==> config.mk <==
export PLATFORM = sky130hd
export DESIGN_NAME = lru_frame_table_unit
export DESIGN_NICKNAME = d
export VERILOG_FILES = /design/src/design/lft_pkg.sv /design/src/design/lft_frame_mem.sv /design/src/design/lft_age_unit.sv /design/src/design/lru_frame_table_unit.sv
export SDC_FILE = /design/constraint.sdc
export NUM_CORES = 1
export LEC_CHECK = 0
export BUFFER_PORTS_ARGS = -buffer_cell sky130_fd_sc_hd__clkbuf_2
export CAP_MARGIN = 20
export CELL_PAD_IN_SITES_DETAIL_PLACEMENT = 0
export CELL_PAD_IN_SITES_GLOBAL_PLACEMENT = 1
export CORE_MARGIN = 2
export CORE_UTILIZATION = 35
export CTS_BUF_LIST = sky130_fd_sc_hd__clkbuf_8
export CTS_CLUSTER_SIZE = 30
export DETAILED_ROUTE_END_ITERATION = 6
export GPL_ROUTABILITY_DRIVEN = 0
export GPL_TIMING_DRIVEN = 0
export PLACE_DENSITY_LB_ADDON = 0.2
export SYNTH_ARGS = -nofsm -noshare
export SYNTH_HDL_FRONTEND = slang
export SYNTH_SLANG_ARGS = --single-unit
==> constraint.sdc <==
create_clock -name aclk -period 5.9 [get_ports aclk]
set_input_delay 0 -clock aclk [delete_from_list [all_inputs] [get_ports aclk]]
set_output_delay 0 -clock aclk [all_outputs]
set_load 0.02 [all_outputs]
==> src/design/lft_pkg.sv <==
`timescale 1ns / 1ps
// lft_pkg: sizes, codes and shared types of the LRU frame table.
// No dependencies; imported by every module of the block.
package lft_pkg;

    localparam int FRAMES     = 16;
    localparam int STAMP_BITS = 32;
    localparam int FIDX_W     = (FRAMES > 1) ? $clog2(FRAMES) : 1;
    localparam int CNT_W      = $clog2(FRAMES + 1);

    typedef logic [STAMP_BITS-1:0] stamp_t;
    typedef logic [FIDX_W-1:0]     fidx_t;

    localparam logic [1:0] CMD_LOAD    = 2'd0;
    localparam logic [1:0] CMD_TOUCH   = 2'd1;
    localparam logic [1:0] CMD_RELEASE = 2'd2;

    localparam logic [1:0] ST_DONE    = 2'd0;
    localparam logic [1:0] ST_EVICTED = 2'd1;
    localparam logic [1:0] ST_IGNORED = 2'd2;

    // one frame entry as held in the table memory
    typedef struct packed {
        logic [7:0] owner;
        logic [7:0] page;
        stamp_t     stamp;
    } entry_t;

    // write request into the table memory
    typedef struct packed {
        logic   tag_en;
        logic   stamp_en;
        fidx_t  addr;
        entry_t data;
    } wr_req_t;

    // result of one step of the age compare unit
    typedef struct packed {
        logic   take;
        stamp_t age;
    } age_res_t;

endpackage

==> src/design/lft_frame_mem.sv <==
`timescale 1ns / 1ps
// lft_frame_mem: owner, page and stamp storage for all frames.
// One write port with field enables, one registered read port. Uses lft_pkg.
module lft_frame_mem (
    input  logic             aclk,
    input  lft_pkg::wr_req_t wr,
    input  lft_pkg::fidx_t   rd_addr,
    output lft_pkg::entry_t  rd_data
);
    import lft_pkg::*;

    logic [7:0] owner_mem [FRAMES];
    logic [7:0] page_mem  [FRAMES];
    stamp_t     stamp_mem [FRAMES];

    always_ff @(posedge aclk) begin
        if (wr.tag_en) begin
            owner_mem[wr.addr] <= wr.data.owner;
            page_mem[wr.addr]  <= wr.data.page;
        end
        if (wr.stamp_en) begin
            stamp_mem[wr.addr] <= wr.data.stamp;
        end
        rd_data.owner <= owner_mem[rd_addr];
        rd_data.page  <= page_mem[rd_addr];
        rd_data.stamp <= stamp_mem[rd_addr];
    end

endmodule

==> src/design/lft_age_unit.sv <==
`timescale 1ns / 1ps
// lft_age_unit: shared age subtract and compare, one frame per cycle.
// Uses lft_pkg.
module lft_age_unit (
    input  lft_pkg::stamp_t   counter,
    input  lft_pkg::stamp_t   stamp,
    input  logic              valid,
    input  logic              have,
    input  lft_pkg::stamp_t   best_age,
    output lft_pkg::age_res_t res
);
    import lft_pkg::*;

    stamp_t age;

    // modulo difference keeps the ordering right across counter wrap
    assign age      = counter - stamp;
    // strict compare: on equal ages the earlier (lower) frame stays
    assign res.take = valid && (!have || (age > best_age));
    assign res.age  = age;

endmodule

==> src/design/lru_frame_table_unit.sv <==
`timescale 1ns / 1ps
// lru_frame_table_unit: LRU frame table, one command per transaction; uses lft_pkg,
// lft_frame_mem and lft_age_unit. A load scans all frames, one per cycle, through the memory
// read port and age unit, then writes (S_SCAN, S_WRITE, S_DONE); touch/release go through
// S_WRITE and S_DONE, an ignored command straight to S_DONE. One command at a time: s_tready
// is high only in S_IDLE, entered as m_tvalid rises; S_DONE waits while the output is full.
// Reset (aresetn low, synchronous): all frames free, stamp counter zero, no result pending.
module lru_frame_table_unit (
    input  logic        aclk,
    input  logic        aresetn,
    input  logic        s_tvalid,
    output logic        s_tready,
    input  logic [23:0] s_tdata,   // owner_id[7:0], page_no[15:8], frame_index[21:16]
    input  logic [1:0]  s_tuser,   // cmd[1:0]
    output logic        m_tvalid,
    input  logic        m_tready,
    output logic [23:0] m_tdata,   // frame_out[5:0], evict_owner[13:6], evict_page[21:14]
    output logic [1:0]  m_tuser    // status[1:0]
);
    import lft_pkg::*;

    typedef enum logic [1:0] {
        S_IDLE,
        S_SCAN,
        S_WRITE,
        S_DONE
    } state_t;

    state_t              state_reg;

    // captured command
    logic [1:0]          cmd_reg;
    logic [7:0]          owner_reg;
    logic [7:0]          page_reg;
    logic [5:0]          fidx_reg;

    // frame valid bits and stamp counter
    logic [FRAMES-1:0]   valid_reg;
    stamp_t              counter_reg;

    // scan bookkeeping: issue index and the pending read it produced
    logic [CNT_W-1:0]    iss_reg;
    logic                pend_reg;
    fidx_t               pend_idx_reg;
    logic                free_found_reg;
    fidx_t               free_idx_reg;
    logic                have_reg;
    stamp_t              best_age_reg;
    fidx_t               best_idx_reg;
    logic [7:0]          vic_owner_reg;
    logic [7:0]          vic_page_reg;

    // finished result, waiting for the output register
    logic [1:0]          res_status_reg;
    logic [5:0]          res_frame_reg;
    logic [7:0]          res_owner_reg;
    logic [7:0]          res_page_reg;

    // output register
    logic                m_valid_reg;
    logic [1:0]          m_status_reg;
    logic [5:0]          m_frame_reg;
    logic [7:0]          m_owner_reg;
    logic [7:0]          m_page_reg;

    wr_req_t             wr;
    fidx_t               rd_addr;
    entry_t              rd_data;
    age_res_t            age_res;
    logic                fidx_ok;
    fidx_t               fidx_sel;
    fidx_t               slot;
    logic                issue;
    logic                out_free;

    lft_frame_mem u_mem (
        .aclk    (aclk),
        .wr      (wr),
        .rd_addr (rd_addr),
        .rd_data (rd_data)
    );

    lft_age_unit u_age (
        .counter  (counter_reg),
        .stamp    (rd_data.stamp),
        .valid    (valid_reg[pend_idx_reg]),
        .have     (have_reg),
        .best_age (best_age_reg),
        .res      (age_res)
    );

    assign s_tready = (state_reg == S_IDLE);
    assign m_tvalid = m_valid_reg;
    assign m_tuser  = m_status_reg;
    assign m_tdata  = {2'b00, m_page_reg, m_owner_reg, m_frame_reg};

    assign fidx_ok  = ({1'b0, fidx_reg} < 7'(FRAMES));
    assign fidx_sel = fidx_reg[FIDX_W-1:0];
    assign slot     = free_found_reg ? free_idx_reg : best_idx_reg;
    assign issue    = (state_reg == S_SCAN) && (iss_reg < CNT_W'(FRAMES));
    assign rd_addr  = iss_reg[FIDX_W-1:0];
    assign out_free = !m_valid_reg || m_tready;

    // table write: full entry on load, stamp only on touch
    always_comb begin
        wr            = '0;
        wr.data.owner = owner_reg;
        wr.data.page  = page_reg;
        wr.data.stamp = counter_reg;
        wr.addr       = (cmd_reg == CMD_LOAD) ? slot : fidx_sel;
        if (state_reg == S_WRITE) begin
            case (cmd_reg)
                CMD_LOAD: begin
                    wr.tag_en   = 1'b1;
                    wr.stamp_en = 1'b1;
                end
                CMD_TOUCH: begin
                    wr.stamp_en = 1'b1;
                end
                default: begin
                    wr.stamp_en = 1'b0;
                end
            endcase
        end
    end

    always_ff @(posedge aclk) begin
        if (!aresetn) begin
            state_reg   <= S_IDLE;
            valid_reg   <= '0;
            counter_reg <= '0;
            m_valid_reg <= 1'b0;
            pend_reg    <= 1'b0;
        end else begin
            // drain; a reload in S_DONE takes its place
            if (m_valid_reg && m_tready && (state_reg != S_DONE)) begin
                m_valid_reg <= 1'b0;
            end
            case (state_reg)
                S_IDLE: begin
                    if (s_tvalid) begin
                        cmd_reg        <= s_tuser;
                        owner_reg      <= s_tdata[7:0];
                        page_reg       <= s_tdata[15:8];
                        fidx_reg       <= s_tdata[21:16];
                        iss_reg        <= '0;
                        pend_reg       <= 1'b0;
                        free_found_reg <= 1'b0;
                        have_reg       <= 1'b0;
                        best_age_reg   <= '0;
                        res_frame_reg  <= s_tdata[21:16];
                        res_owner_reg  <= 8'd0;
                        res_page_reg   <= 8'd0;
                        res_status_reg <= ST_IGNORED;
                        if (s_tuser == CMD_LOAD) begin
                            state_reg <= S_SCAN;
                        end else if (((s_tuser == CMD_TOUCH) || (s_tuser == CMD_RELEASE))
                                     && ({1'b0, s_tdata[21:16]} < 7'(FRAMES))) begin
                            state_reg <= S_WRITE;
                        end else begin
                            state_reg <= S_DONE;
                        end
                    end
                end
                S_SCAN: begin
                    // read for the next frame goes out while the last one is judged
                    pend_reg     <= issue;
                    pend_idx_reg <= rd_addr;
                    if (issue) begin
                        iss_reg <= iss_reg + CNT_W'(1);
                    end
                    if (pend_reg) begin
                        if (!valid_reg[pend_idx_reg] && !free_found_reg) begin
                            free_found_reg <= 1'b1;
                            free_idx_reg   <= pend_idx_reg;
                        end
                        if (age_res.take) begin
                            have_reg      <= 1'b1;
                            best_age_reg  <= age_res.age;
                            best_idx_reg  <= pend_idx_reg;
                            vic_owner_reg <= rd_data.owner;
                            vic_page_reg  <= rd_data.page;
                        end
                    end
                    if (!issue) begin
                        state_reg <= S_WRITE;
                    end
                end
                S_WRITE: begin
                    case (cmd_reg)
                        CMD_LOAD: begin
                            valid_reg[slot] <= 1'b1;
                            counter_reg     <= counter_reg + 1'b1;
                            res_frame_reg   <= 6'(slot);
                            res_status_reg  <= free_found_reg ? ST_DONE : ST_EVICTED;
                            if (!free_found_reg) begin
                                res_owner_reg <= vic_owner_reg;
                                res_page_reg  <= vic_page_reg;
                            end
                        end
                        CMD_TOUCH: begin
                            res_status_reg <= ST_DONE;
                            counter_reg    <= counter_reg + 1'b1;
                        end
                        default: begin
                            // release; range was checked on accept
                            res_status_reg <= ST_DONE;
                            if (fidx_ok) begin
                                valid_reg[fidx_sel] <= 1'b0;
                            end
                        end
                    endcase
                    state_reg <= S_DONE;
                end
                S_DONE: begin
                    if (out_free) begin
                        m_valid_reg  <= 1'b1;
                        m_status_reg <= res_status_reg;
                        m_frame_reg  <= res_frame_reg;
                        m_owner_reg  <= res_owner_reg;
                        m_page_reg   <= res_page_reg;
                        state_reg    <= S_IDLE;
                    end
                end
                default: begin
                    state_reg <= S_IDLE;
                end
            endcase
        end
    end

endmodule
# --- After elaboration in Yosys (flattened, before gate mapping) ---
# Memory sizes are Yosys's and may differ from the RTL's. A register that Yosys moved wholly into a read port is not among the register bits.
# Cells that the tools add are included.
totals:
  ram_bits: 768
  reg_bits: 191
  output_inout_bits: 28
  memories: 3
  input_bits: 30
mem_list:
  columns: ["name", "depth", "word_bits", "rd", "rd_ports_with_merged_regs", "write_ports", "line_no", "text"]
  rows:
  - ["u_mem.stamp_mem", 16, 32, 1, 1, 1, "lft_frame_mem.sv:14", "stamp_t stamp_mem [FRAMES];"]
  - ["u_mem.owner_mem", 16, 8, 1, 1, 1, "lft_frame_mem.sv:12", "logic [7:0] owner_mem [FRAMES];"]
  - ["u_mem.page_mem", 16, 8, 1, 1, 1, "lft_frame_mem.sv:13", "logic [7:0] page_mem [FRAMES];"]
classes:
  eq_ne: 16
  order_cmp: 9
  n_addsub: 3
  n_mux: 55
  n_bitwise: 4
  n_reduce_logical: 37
ops:
  columns: ["op", "count"]
  rows:
  - ["$mux W32", 3]
  - ["$pmux W32 S2", 1]
  - ["$mux W8", 5]
  - ["$add A32 B1 Y32 const B", 1]
  - ["$gt A32 B32 Y1", 1]
  - ["$pmux W16 S2", 1]
  - ["$pmux W8 S2", 2]
  - ["$sub A32 B32 Y32", 1]
  - ["$mux W1", 20]
  - ["$ne A2 B2 Y1 const B", 9]
  - ["$and A16 B16 Y16", 1]
  - ["$mux W16", 1]
  - ["$not A16 Y16", 1]
  - ["$or A16 B16 Y16", 1]
  - ["$reduce_and A4 Y1", 4]
  - ["$lt A4 B5 Y1 const B", 3]
  - ["$reduce_and A3 Y1", 5]
  - ["$reduce_and A5 Y1", 3]
  - ["$lt A6 B5 Y1 const B", 2]
  - ["$mux W2", 6]
  - ["$mux W6", 2]
  - ["$pmux W6 S2", 1]
  - ["$mux W5", 2]
  - ["$pmux W5 S2", 1]
  - ["20 further kinds", 47]

# --- Depth between registers and ports, before layout ---
# Gate-level depths: netlist of the first run.
logic_depth:
  depth_word: 8
  mapped_depth: 19
  ltp_nobuf: 19

# --- Hierarchy ---
# Synthesis of the first run repeated with hierarchy kept, for this count alone.
unflattened:
  cells_unflattened: 2231
  hier_area_um2: 40114.7
modules_own_cells:
  columns: ["module", "cells_each", "area_each_um2", "n_inst"]
  rows:
  - ["lft_frame_mem", 1267, 29791.1, 1]
  - ["lru_frame_table_unit", 590, 7707.4, 1]
  - ["lft_age_unit", 374, 2616.3, 1]

# --- Worst setup path after synthesis of the first run ---
# OpenSTA, ideal clock, no wires.
synth_path:
  kind: "register to register"
  start: "reg counter_reg[0]"
  end: "reg best_age_reg[0], enable pin"
  arrival_time_ps: 5859
  slack_ps: -393
  stages_incl_launch_ff: 18
  path_buffers: 0
  synth_period_minus_slack_ps: 6293
  cell_sequence: "dfxtp_1 > inv_1 > ha_1 > inv_1 > fa_1 > a211oi_2 > o211ai_2 > a221oi_4 > a2111oi_4 > or4b_1 > and3_4 > ha_1 > nand4_1 > nor4_1 > nand2_1 > o311a_1 > a2111o_1 > a21oi_1"
synth_lines:
  columns: ["element", "line_no", "text"]
  rows:
  - ["from (decl)", "lru_frame_table_unit.sv:39", "stamp_t counter_reg;"]
  - ["from (signal assigned)", "lru_frame_table_unit.sv:193", "counter_reg <= counter_reg + 1'b1;"]
  - ["from (signal assigned)", "lru_frame_table_unit.sv:203", "counter_reg <= counter_reg + 1'b1;"]
  - ["to (signal assigned)", "lru_frame_table_unit.sv:179", "best_age_reg <= age_res.age;"]
  - ["to (decl)", "lru_frame_table_unit.sv:48", "stamp_t best_age_reg;"]

==> out/summary.txt, run 1 <==
CP max stage delay: 530 ps
Post-placement cell count: 3716
Crit start category: register
Buf+Inv Stages, Crit Path: 2
P_sw: 5350 uW
Fmax: 178 MHz
Post-synthesis register bit count: 1007
Post-synth EDFFs: 907
Final Non-Filler Cells: 4088
Max FFs per register: 512
DR WL/cell: 24.7 microns
I/O Buffers: 53
Chip width: 342 microns
Total CTS buffers: 169
YS warnings: 0
Post-synth top area cell: edfxtp_1
Average size of a mapped cell: 19.1 sq um
Vias: 20800
Crit-path most repeated cell: ha_1
Rows: 124
Share of layout cells above drive strength 1: 0.267
Worst vdd ir: 0.217 mV
Initial antenna violation count: 5
Tot Pwr: 18400 uW
Total congestion overflow: 0
Comb pwr share: 0.219
Vias in the first global route: 21800
DIE AREA: 117000 sq um
Max Fanout on Critical Path: 19
Synth Flop Type: edfxtp_1
Tot GR Track Use: 0.175
Clock root cell: clkbuf_8
CP Capture Type: register
First-pass GRT wire length: 147 mm
CP top delay family: compound AO/OA/AOI/OAI gates
DR DRC count: 0
DRT iter0 DRCs: 1889
Clock sink total: 1007
Required time worst endpoint: 6420 ps
Lkg Pwr: 0.0159 uW
ANT nets after route: 0
Share of power burned in registers: 0.463
CTS tree: yes
Clock Skew: 38.4 ps
IO Pins: 58
Switching share of total power: 0.290
Top Registers: u_mem.stamp_mem: 512 flops, u_mem.owner_mem: 128 flops, u_mem.page_mem: 128 flops
Run status: completed
Slew headroom: 0.250
Detailed Routing Iterations Pass 1: 5
Initial Util: 0.351
Htree depth: 4
Hold_ws: 90.7 ps
Setup violations, final: 0
Core Box Area: 114000 sq um
Crit Path Category: reg -> reg
Pre-CTS setup slack: -647 ps
Detail Placement HPWL: 68.0 mm
Final Core Density: 0.414
Cells along the critical path: ha_1 > a2111oi_0 > nor3_1 > o21a_1 > o211ai_1 > nand2_1 > a41oi_1 > xnor2_1 > ha_1 > nand4_1 > nor4_4 > nand2_2 > o311a_1 > a2111o_1 > a21oi_4 > buf_12 > clkbuf_16
Clk slew on worst S/H paths: 60 ps
Fin. Hold Viols: 0
Unique masters post-synth: 75
PD cells: 391 nW/um^2
Top post-synthesis cells by area: edfxtp_1 (68%), mux4_2 (14%), dfxtp_1 (5.0%)
Worst skew pair latency: 840 ps
Synth-to-Final Area Change: 17.9%
Most flops, register: u_mem.stamp_mem
Min cycle time layout: 5620 ps
Post-Synthesis Cells: 2093
MaxCap Viol Count: 0
Share of the clock period used by the worst path: 0.952
Slowest stage cell, crit path: dfxtp_2
Post-synth top area share: 0.681
Crit path arrival time: 6140 ps
Clk buf depth: 3
Top-count cell post-synth: edfxtp_1
Cell Area, Synth: 40000 sq um
Fraction of registers with async set/reset: 0
Final worst slack: 282 ps
Drt total wl: 101 mm
Internal Dissipation: 13100 uW
Worst Hold Class: in -> reg
Clock power frac: 0.319
Nets: 2535
Synth cell count leaders: edfxtp_1 (907), mux4_2 (244), dfxtp_1 (100), nor2_1 (93), inv_1 (84)
Slew Limit Fails: 0
Die Y: 342 microns
Largest net degree at the start of global routing: 27
Vias per cell: 5.09
Sequential share of the synthesized area: 0.731
Tightest Pin Transition: 1120 ps
## repair_timing
item | 4_1_cts | 5_1_grt
gates cloned | 0 | 1
hold buffers | 52 | 0
resized for setup | 17 | 17
setup endpoints to repair | 53 | 53
pin swaps | 1 | 9
buffers inserted | 1 | 2
endpoints found under the hold margin | 113 | 0
## logic make-up after synthesis
group                    count (synthesis)  synth area share
flip-flops                            1007             0.731
adder cells (fa/ha/maj)                 71            0.0224
AO/OA/AOI/OAI                          196            0.0331
buffers and inverters                  171            0.0175
XOR/XNOR                                55            0.0120
other                                    1         0.0000937
AND/OR/NAND/NOR                        332            0.0424
multiplexers                           260             0.141
## worst reg2reg max path: stages (launching register included)
cell	delay [ps]
dfxtp_2	530
ha_1	380
a2111oi_0	450
nor3_1	80
o21a_1	210
o211ai_1	470
nand2_1	180
a41oi_1	430
xnor2_1	120
ha_1	300
nand4_1	180
nor4_4	430
nand2_2	180
o311a_1	390
a2111o_1	440
a21oi_4	200
buf_12	150
clkbuf_16	190
## layer usage
layer | vias to the layer above | wire length, microns | track usage
met1 | 10900 | 45700 | 0.247
met2 | 600 | 46700 | 0.273
li1 | 9102 | - | -
met5 | - | 0 | 0
met4 | 0 | 2290 | 0.0545
met3 | 157 | 6310 | 0.0381
## power groups by stage
stage	clock [uW]	combinational (uW)	sequential (uW)
after floorplan	0	2640	8570
after global placement	0	3820	8670
after detailed placement	0	3980	8670
after CTS	6040	4040	8520
after global routing	6340	4410	8560
final	5870	4030	8520
## final cells by class
type | count | area (sq um)
diodes | 1 | 2.50
plain buffers | 87 | 387
clock buffers | 181 | 2490
clock inverters | 131 | 728
fillers | 10200 | 66700
inverters | 84 | 315
multi-input cells | 916 | 10300
flip-flops and latches | 1007 | 29300
well taps | 1512 | 1890
repair buffers | 169 | 1750
## stage by stage
stage	TNS, ps	area (sq um)
global placement	-83680	42200
floorplan	0	40000
finish	0	47200
CTS	0	47000
global route	-450	47200
detailed placement	-30150	43200
## placed cells by master, fill, tap and decap left out, types with 8 or more instances in the layout
| cell | n |
|---|---|
| nand4_1 | 16 |
| nand3_1 | 24 |
| clkinv_2 | 13 |
| o21a_1 | 26 |
| nor3_1 | 12 |
| edfxtp_1 | 907 |
| nor3_2 | 15 |
| nor2b_1 | 9 |
| clkbuf_1 | 57 |
| ha_1 | 70 |
| clkbuf_8 | 181 |
| a21o_1 | 19 |
| dlygate4sd3_1 | 52 |
| buf_8 | 10 |
| nand2b_1 | 14 |
| o211ai_1 | 9 |
| and2_1 | 46 |
| o21ai_0 | 32 |
| nand2_1 | 59 |
| inv_1 | 153 |
| mux2i_1 | 14 |
| nor2_4 | 18 |
| clkinv_1 | 30 |
| mux4_2 | 244 |
| clkbuf_2 | 53 |
| buf_6 | 31 |
| xor2_1 | 25 |
| dfxtp_2 | 20 |
| buf_12 | 19 |
| nor2_1 | 73 |
| a21oi_1 | 62 |
| dfxtp_1 | 79 |
| or3_1 | 8 |
| buf_2 | 21 |
| xnor2_1 | 30 |
## path summary, 6_finish.rpt
| kind | depth (start not counted) | endpoint | startpoint | slack (ps) |
|---|---|---|---|---|
| max | 17 | best_age_reg[17]$_SDFFCE_PN0P_ | counter_reg[6]$_SDFFE_PN0P_ | 280 |
| min | 4 | res_frame_reg[1]$_DFFE_PP_ | s_tdata[17] | 90 |
| min reg2reg | 0 | vic_page_reg[1]$_DFFE_PP_ | u_mem.rd_data[33]$_DFF_P_ | 400 |
| max reg2reg | 17 | best_age_reg[17]$_SDFFCE_PN0P_ | counter_reg[6]$_SDFFE_PN0P_ | 280 |
(Power assumes the default switching activity.)
==> run 2, diff against run 1 <==
==> constraint.sdc (replaced) <==
create_clock -name aclk -period 5.9 [get_ports aclk]
set_input_delay 0.295 -clock aclk [delete_from_list [all_inputs] [get_ports aclk]]
set_output_delay 0.295 -clock aclk [all_outputs]
set_load 0.02 [all_outputs]
==> out/summary.txt, run 2 (synthesized netlist as in run 1, its figures left out) <==
Initial Util: 0.351
Fin. Hold Viols: 0
Slew headroom: 0.256
Core Box Area: 114000 sq um
Die Y: 342 microns
Chip width: 342 microns
CTS tree: yes
FILL cells: 10200
Detail Placement HPWL: 68.0 mm
DIE AREA: 117000 sq um
Share of the clock period used by the worst path: 0.952
Detailed Routing Iterations Pass 1: 5
First-pass GRT wire length: 147 mm
Tightest Pin Transition: 1120 ps
DRT iter0 DRCs: 1956
Total CTS buffers: 169
Crit Path Category: reg -> reg
Initial antenna violation count: 5
Fmax: 178 MHz
Total congestion overflow: 0
Most frequent cells in the layout: edfxtp_1 (907), mux4_2 (244), clkbuf_8 (181)
Vias: 20700
Crit path arrival time: 6140 ps
Top Registers: u_mem.stamp_mem: 512 flops, u_mem.owner_mem: 128 flops, u_mem.page_mem: 128 flops
CP Capture Type: register
Max Fanout on Critical Path: 20
DR DRC count: 0
DR WL/cell: 24.8 microns
Largest net degree at the start of global routing: 27
Drt total wl: 101 mm
Placed Area: 43200 sq um
Worst skew pair latency: 840 ps
Clk slew on worst S/H paths: 60 ps
Synth-to-Final Area Change: 17.3%
Max FFs per register: 512
Vias in the first global route: 21700
Rows: 124
ANT nets after route: 0
Nets: 2509
Setup violations, final: 0
Worst Hold Class: in -> reg
Most common cell after layout, fill and taps aside: edfxtp_1
Lkg Pwr: 0.0158 uW
Vias per cell: 5.10
Min cycle time layout: 5620 ps
Crit start category: register
Worst vdd ir: 0.217 mV
Final instance area: 46900 sq um
Setup TNS: 0 ps
Min-delay src: s_tdata[13]
Htree depth: 4
Hold_ws: 181 ps
Required time worst endpoint: 6420 ps
Worst Setup SP: counter_reg[0]$_SDFFE_PN0P_
RR Startpoint: counter_reg[0]$_SDFFE_PN0P_
IO Pins: 58
Tot GR Track Use: 0.175
Share of layout cells above drive strength 1: 0.270
I/O Buffers: 53
PD cells: 392 nW/um^2
Clk buf depth: 3
Clock Skew: 39.1 ps
MaxCap Viol Count: 0
Run status: completed
Slew Limit Fails: 0
Clock root cell: clkbuf_8
Most flops, register: u_mem.stamp_mem
Clock sink total: 1007
-- run 2: cell count changes in the layout (fill, tap and decap cells not counted) --
cell	previous run	this run
dlygate4sd3_1	52	26
diode_2	1	2
-- run 2: routing by layer --
metal | global-route usage | wire, microns | up-vias
met5 | 0 | 0 | -
met1 | 0.247 | 45400 | 10900
li1 | - | - | 9054
met3 | 0.0381 | 6480 | 160
met4 | 0.0545 | 2350 | 0
met2 | 0.272 | 46500 | 628
-- run 2: area by class of cell --
| class | count | area, sq um | area share |
|---|---|---|---|
| clock buffer | 181 | 2490 | 0.0531 |
| tap | 1512 | 1890 | 0.0403 |
| clock inverter | 131 | 728 | 0.0155 |
| buffer | 87 | 387 | 0.00824 |
| sequential | 1007 | 29300 | 0.624 |
| antenna | 2 | 5.00 | 0.000107 |
| timing repair buffer | 143 | 1490 | 0.0317 |
| multi-input combinational | 916 | 10300 | 0.220 |
| inverter | 84 | 315 | 0.00672 |
-- run 2: per-stage QoR --
stage	setup slack, ps	instances	total power, uW	utilization
finish	285	4063	18400	0.412
global route	-31.0	4062	19300	0.412
floorplan	330	2094	11200	-
CTS	19.6	4055	18600	0.411
detailed placement	-647	3716	12700	0.380
global placement	-1450	3659	12500	0.370
-- run 2: final timing paths --
path / slack [ps] / endpoint / depth (start not counted)
worst min-delay path: 180 / page_reg[5]$_DFFE_PP_ / 2
worst max register to register: 280 / best_age_reg[17]$_SDFFCE_PN0P_ / 19
worst max-delay path: 280 / best_age_reg[17]$_SDFFCE_PN0P_ / 19
worst min register to register: 400 / vic_page_reg[2]$_DFFE_PP_ / 0
-- run 2: repair_timing --
action,CTS,global route
gates cloned,0,1
hold buffers,26,0
resized for setup,17,17
hold endpoints to repair,41,0
setup buffers,1,2
pin swaps,1,9
endpoints found under the setup margin,53,53
-- run 2: report_power, final --
| part | leakage [uW] | switching [uW] | total (uW) | internal (uW) |
|---|---|---|---|---|
| sequential | 0.00907 | 229 | 8520 | 8290 |
| clock | 0.00189 | 2840 | 5870 | 3040 |
| combinational | 0.00486 | 2270 | 4010 | 1730 |
-- run 2: worst max-delay path, cell delays in order (launching register included) --
cell	delay [ps]
dfxtp_4	410
inv_1	70
ha_1	160
inv_1	60
fa_2	380
a211oi_4	250
o211ai_2	160
a221oi_4	430
a2111oi_4	210
or4b_1	520
and3_4	200
ha_1	260
nand4_1	180
nor4_4	460
nand2_2	180
o311a_1	390
a2111o_1	440
a21oi_4	200
buf_12	140
clkbuf_16	180
==> run 3, diff against run 2 <==
--- a/config.mk
+++ b/config.mk
@@ -17,6 +17,7 @@
 export GPL_ROUTABILITY_DRIVEN = 0
 export GPL_TIMING_DRIVEN = 0
 export PLACE_DENSITY_LB_ADDON = 0.2
+export RECOVER_POWER = 25
 export SYNTH_ARGS = -nofsm -noshare
 export SYNTH_HDL_FRONTEND = slang
 export SYNTH_SLANG_ARGS = --single-unit
==> out/summary.txt, run 3 (synthesized netlist as in run 1, its figures left out) <==
Total CTS buffers: 169
Internal Dissipation: 13100 uW
Vias per cell: 5.09
I/O Buffers: 53
Htree depth: 4
Worst skew pair latency: 840 ps
DR WL/cell: 24.8 microns
Clk buf depth: 3
Initial Util: 0.351
Vias: 20700
First-pass GRT wire length: 147 mm
Die Y: 342 microns
Vias in the first global route: 21700
Run status: completed
CP Capture Type: register
Core Box Area: 114000 sq um
Max Fanout on Critical Path: 19
Initial antenna violation count: 5
Detailed Routing Iterations Pass 1: 5
Crit start category: register
Fmax: 178 MHz
Min cycle time layout: 5610 ps
Max FFs per register: 512
MaxCap Viol Count: 0
Top Registers: u_mem.stamp_mem: 512 flops, u_mem.owner_mem: 128 flops, u_mem.page_mem: 128 flops
Clock power frac: 0.319
Switching share of total power: 0.290
Clock Skew: 36.5 ps
CP top delay family: compound AO/OA/AOI/OAI gates
Worst vdd ir: 0.217 mV
Rows: 124
Total congestion overflow: 0
Crit-path most repeated cell: ha_1
Clock sink total: 1007
Tot Pwr: 18400 uW
CP max stage delay: 530 ps
Fin. Hold Viols: 0
CTS tree: yes
Post-placement cell count: 3716
Crit Path Category: reg -> reg
Buf+Inv Stages, Crit Path: 2
Pre-CTS setup slack: -647 ps
Slowest stage cell, crit path: dfxtp_2
FILL cells: 10200
Hold_ws: 182 ps
Synth-to-Final Area Change: 17.2%
Detail Placement HPWL: 68.0 mm
Share of the clock period used by the worst path: 0.951
Setup violations, final: 0
ANT nets after route: 0
Clk slew on worst S/H paths: 60 ps
Nets: 2509
Clock root cell: clkbuf_8
Share of layout cells above drive strength 1: 0.265
P_sw: 5340 uW
Drt total wl: 101 mm
Most frequent cells in the layout: edfxtp_1 (907), mux4_2 (244), clkbuf_8 (181)
Crit path arrival time: 6130 ps
Most flops, register: u_mem.stamp_mem
Comb pwr share: 0.218
Slew headroom: 0.256
Final Non-Filler Cells: 4062
Final worst slack: 291 ps
Most common cell after layout, fill and taps aside: edfxtp_1
Slew Limit Fails: 0
Cells along the critical path: ha_1 > a2111oi_0 > nor3_1 > o21a_1 > o211ai_1 > nand2_1 > a41oi_1 > xnor2_1 > ha_1 > nand4_1 > nor4_4 > nand2_2 > o311a_1 > a2111o_1 > a21oi_4 > buf_12 > clkbuf_16
DIE AREA: 117000 sq um
PD cells: 392 nW/um^2
Share of power burned in registers: 0.463
Tightest Pin Transition: 1120 ps
Lkg Pwr: 0.0158 uW
Worst Hold Class: in -> reg
IO Pins: 58
Largest net degree at the start of global routing: 27
Required time worst endpoint: 6420 ps
Chip width: 342 microns
DR DRC count: 0
DRT iter0 DRCs: 1958
Tot GR Track Use: 0.175
[run 3: final timing paths]
kind                                                  start                             end  slack, ps  cells past startpoint
worst max-delay path            counter_reg[6]$_SDFFE_PN0P_  best_age_reg[17]$_SDFFCE_PN0P_        290                     17
worst min-delay path                            s_tdata[13]           page_reg[5]$_DFFE_PP_        180                      2
worst max register to register  counter_reg[6]$_SDFFE_PN0P_  best_age_reg[17]$_SDFFCE_PN0P_        290                     17
worst min register to register    u_mem.rd_data[34]$_DFF_P_       vic_page_reg[2]$_DFFE_PP_        400                      0
[run 3: area by class of cell]
type / count / area, sq um / share of cell area
buffer: 87 / 387 / 0.00824
sequential: 1007 / 29300 / 0.624
clock inverter: 131 / 728 / 0.0155
clock buffer: 181 / 2490 / 0.0531
multi-input combinational: 916 / 10300 / 0.221
tap: 1512 / 1890 / 0.0403
timing repair buffer: 143 / 1470 / 0.0314
inverter: 84 / 315 / 0.00672
antenna: 1 / 2.50 / 0.0000534
[run 3: layer usage]
metal / share of wire / track usage / vias to the layer above
li1: - / - / 9052
met1: 0.45 / 0.247 / 10800
met2: 0.46 / 0.272 / 626
met3: 0.065 / 0.0381 / 163
met4: 0.024 / 0.0545 / 0
met5: 0 / 0 / -
[run 3: worst reg2reg max path, cell delays in order (launching register included)]
cell and delay (ps):
dfxtp_2 530, ha_1 380, a2111oi_0 450, nor3_1 80
o21a_1 210, o211ai_1 460, nand2_1 180, a41oi_1 430
xnor2_1 120, ha_1 300, nand4_1 180, nor4_4 430
nand2_2 180, o311a_1 390, a2111o_1 440, a21oi_4 200
buf_12 140, clkbuf_16 190
[run 3: stage by stage]
| step | instance area, sq um | utilization | TNS (ps) |
|---|---|---|---|
| 6_report | 46900 | 0.412 | 0 |
| 3_3_place_gp | 42200 | 0.370 | -83680 |
| 2_1_floorplan | 40000 | - | 0 |
| 5_1_grt | 46900 | 0.412 | -450 |
| 4_1_cts | 46800 | 0.411 | 0 |
| 3_5_place_dp | 43200 | 0.380 | -30150 |
[run 3: timing repair]
item,CTS,global route
gates cloned,0,1
gates resized for setup,17,17
endpoints found under the setup margin,53,53
hold buffers,26,0
buffers inserted,1,2
pin swaps,1,9
endpoints found under the hold margin,41,0
[run 3: power groups by stage]
stage / clock network [uW] / registers (uW) / logic [uW]
floorplan: 0 / 8570 / 2640
global placement: 0 / 8670 / 3820
detailed placement: 0 / 8670 / 3980
CTS: 6040 / 8520 / 4020
global route: 6340 / 8560 / 4400
finish: 5870 / 8520 / 4010
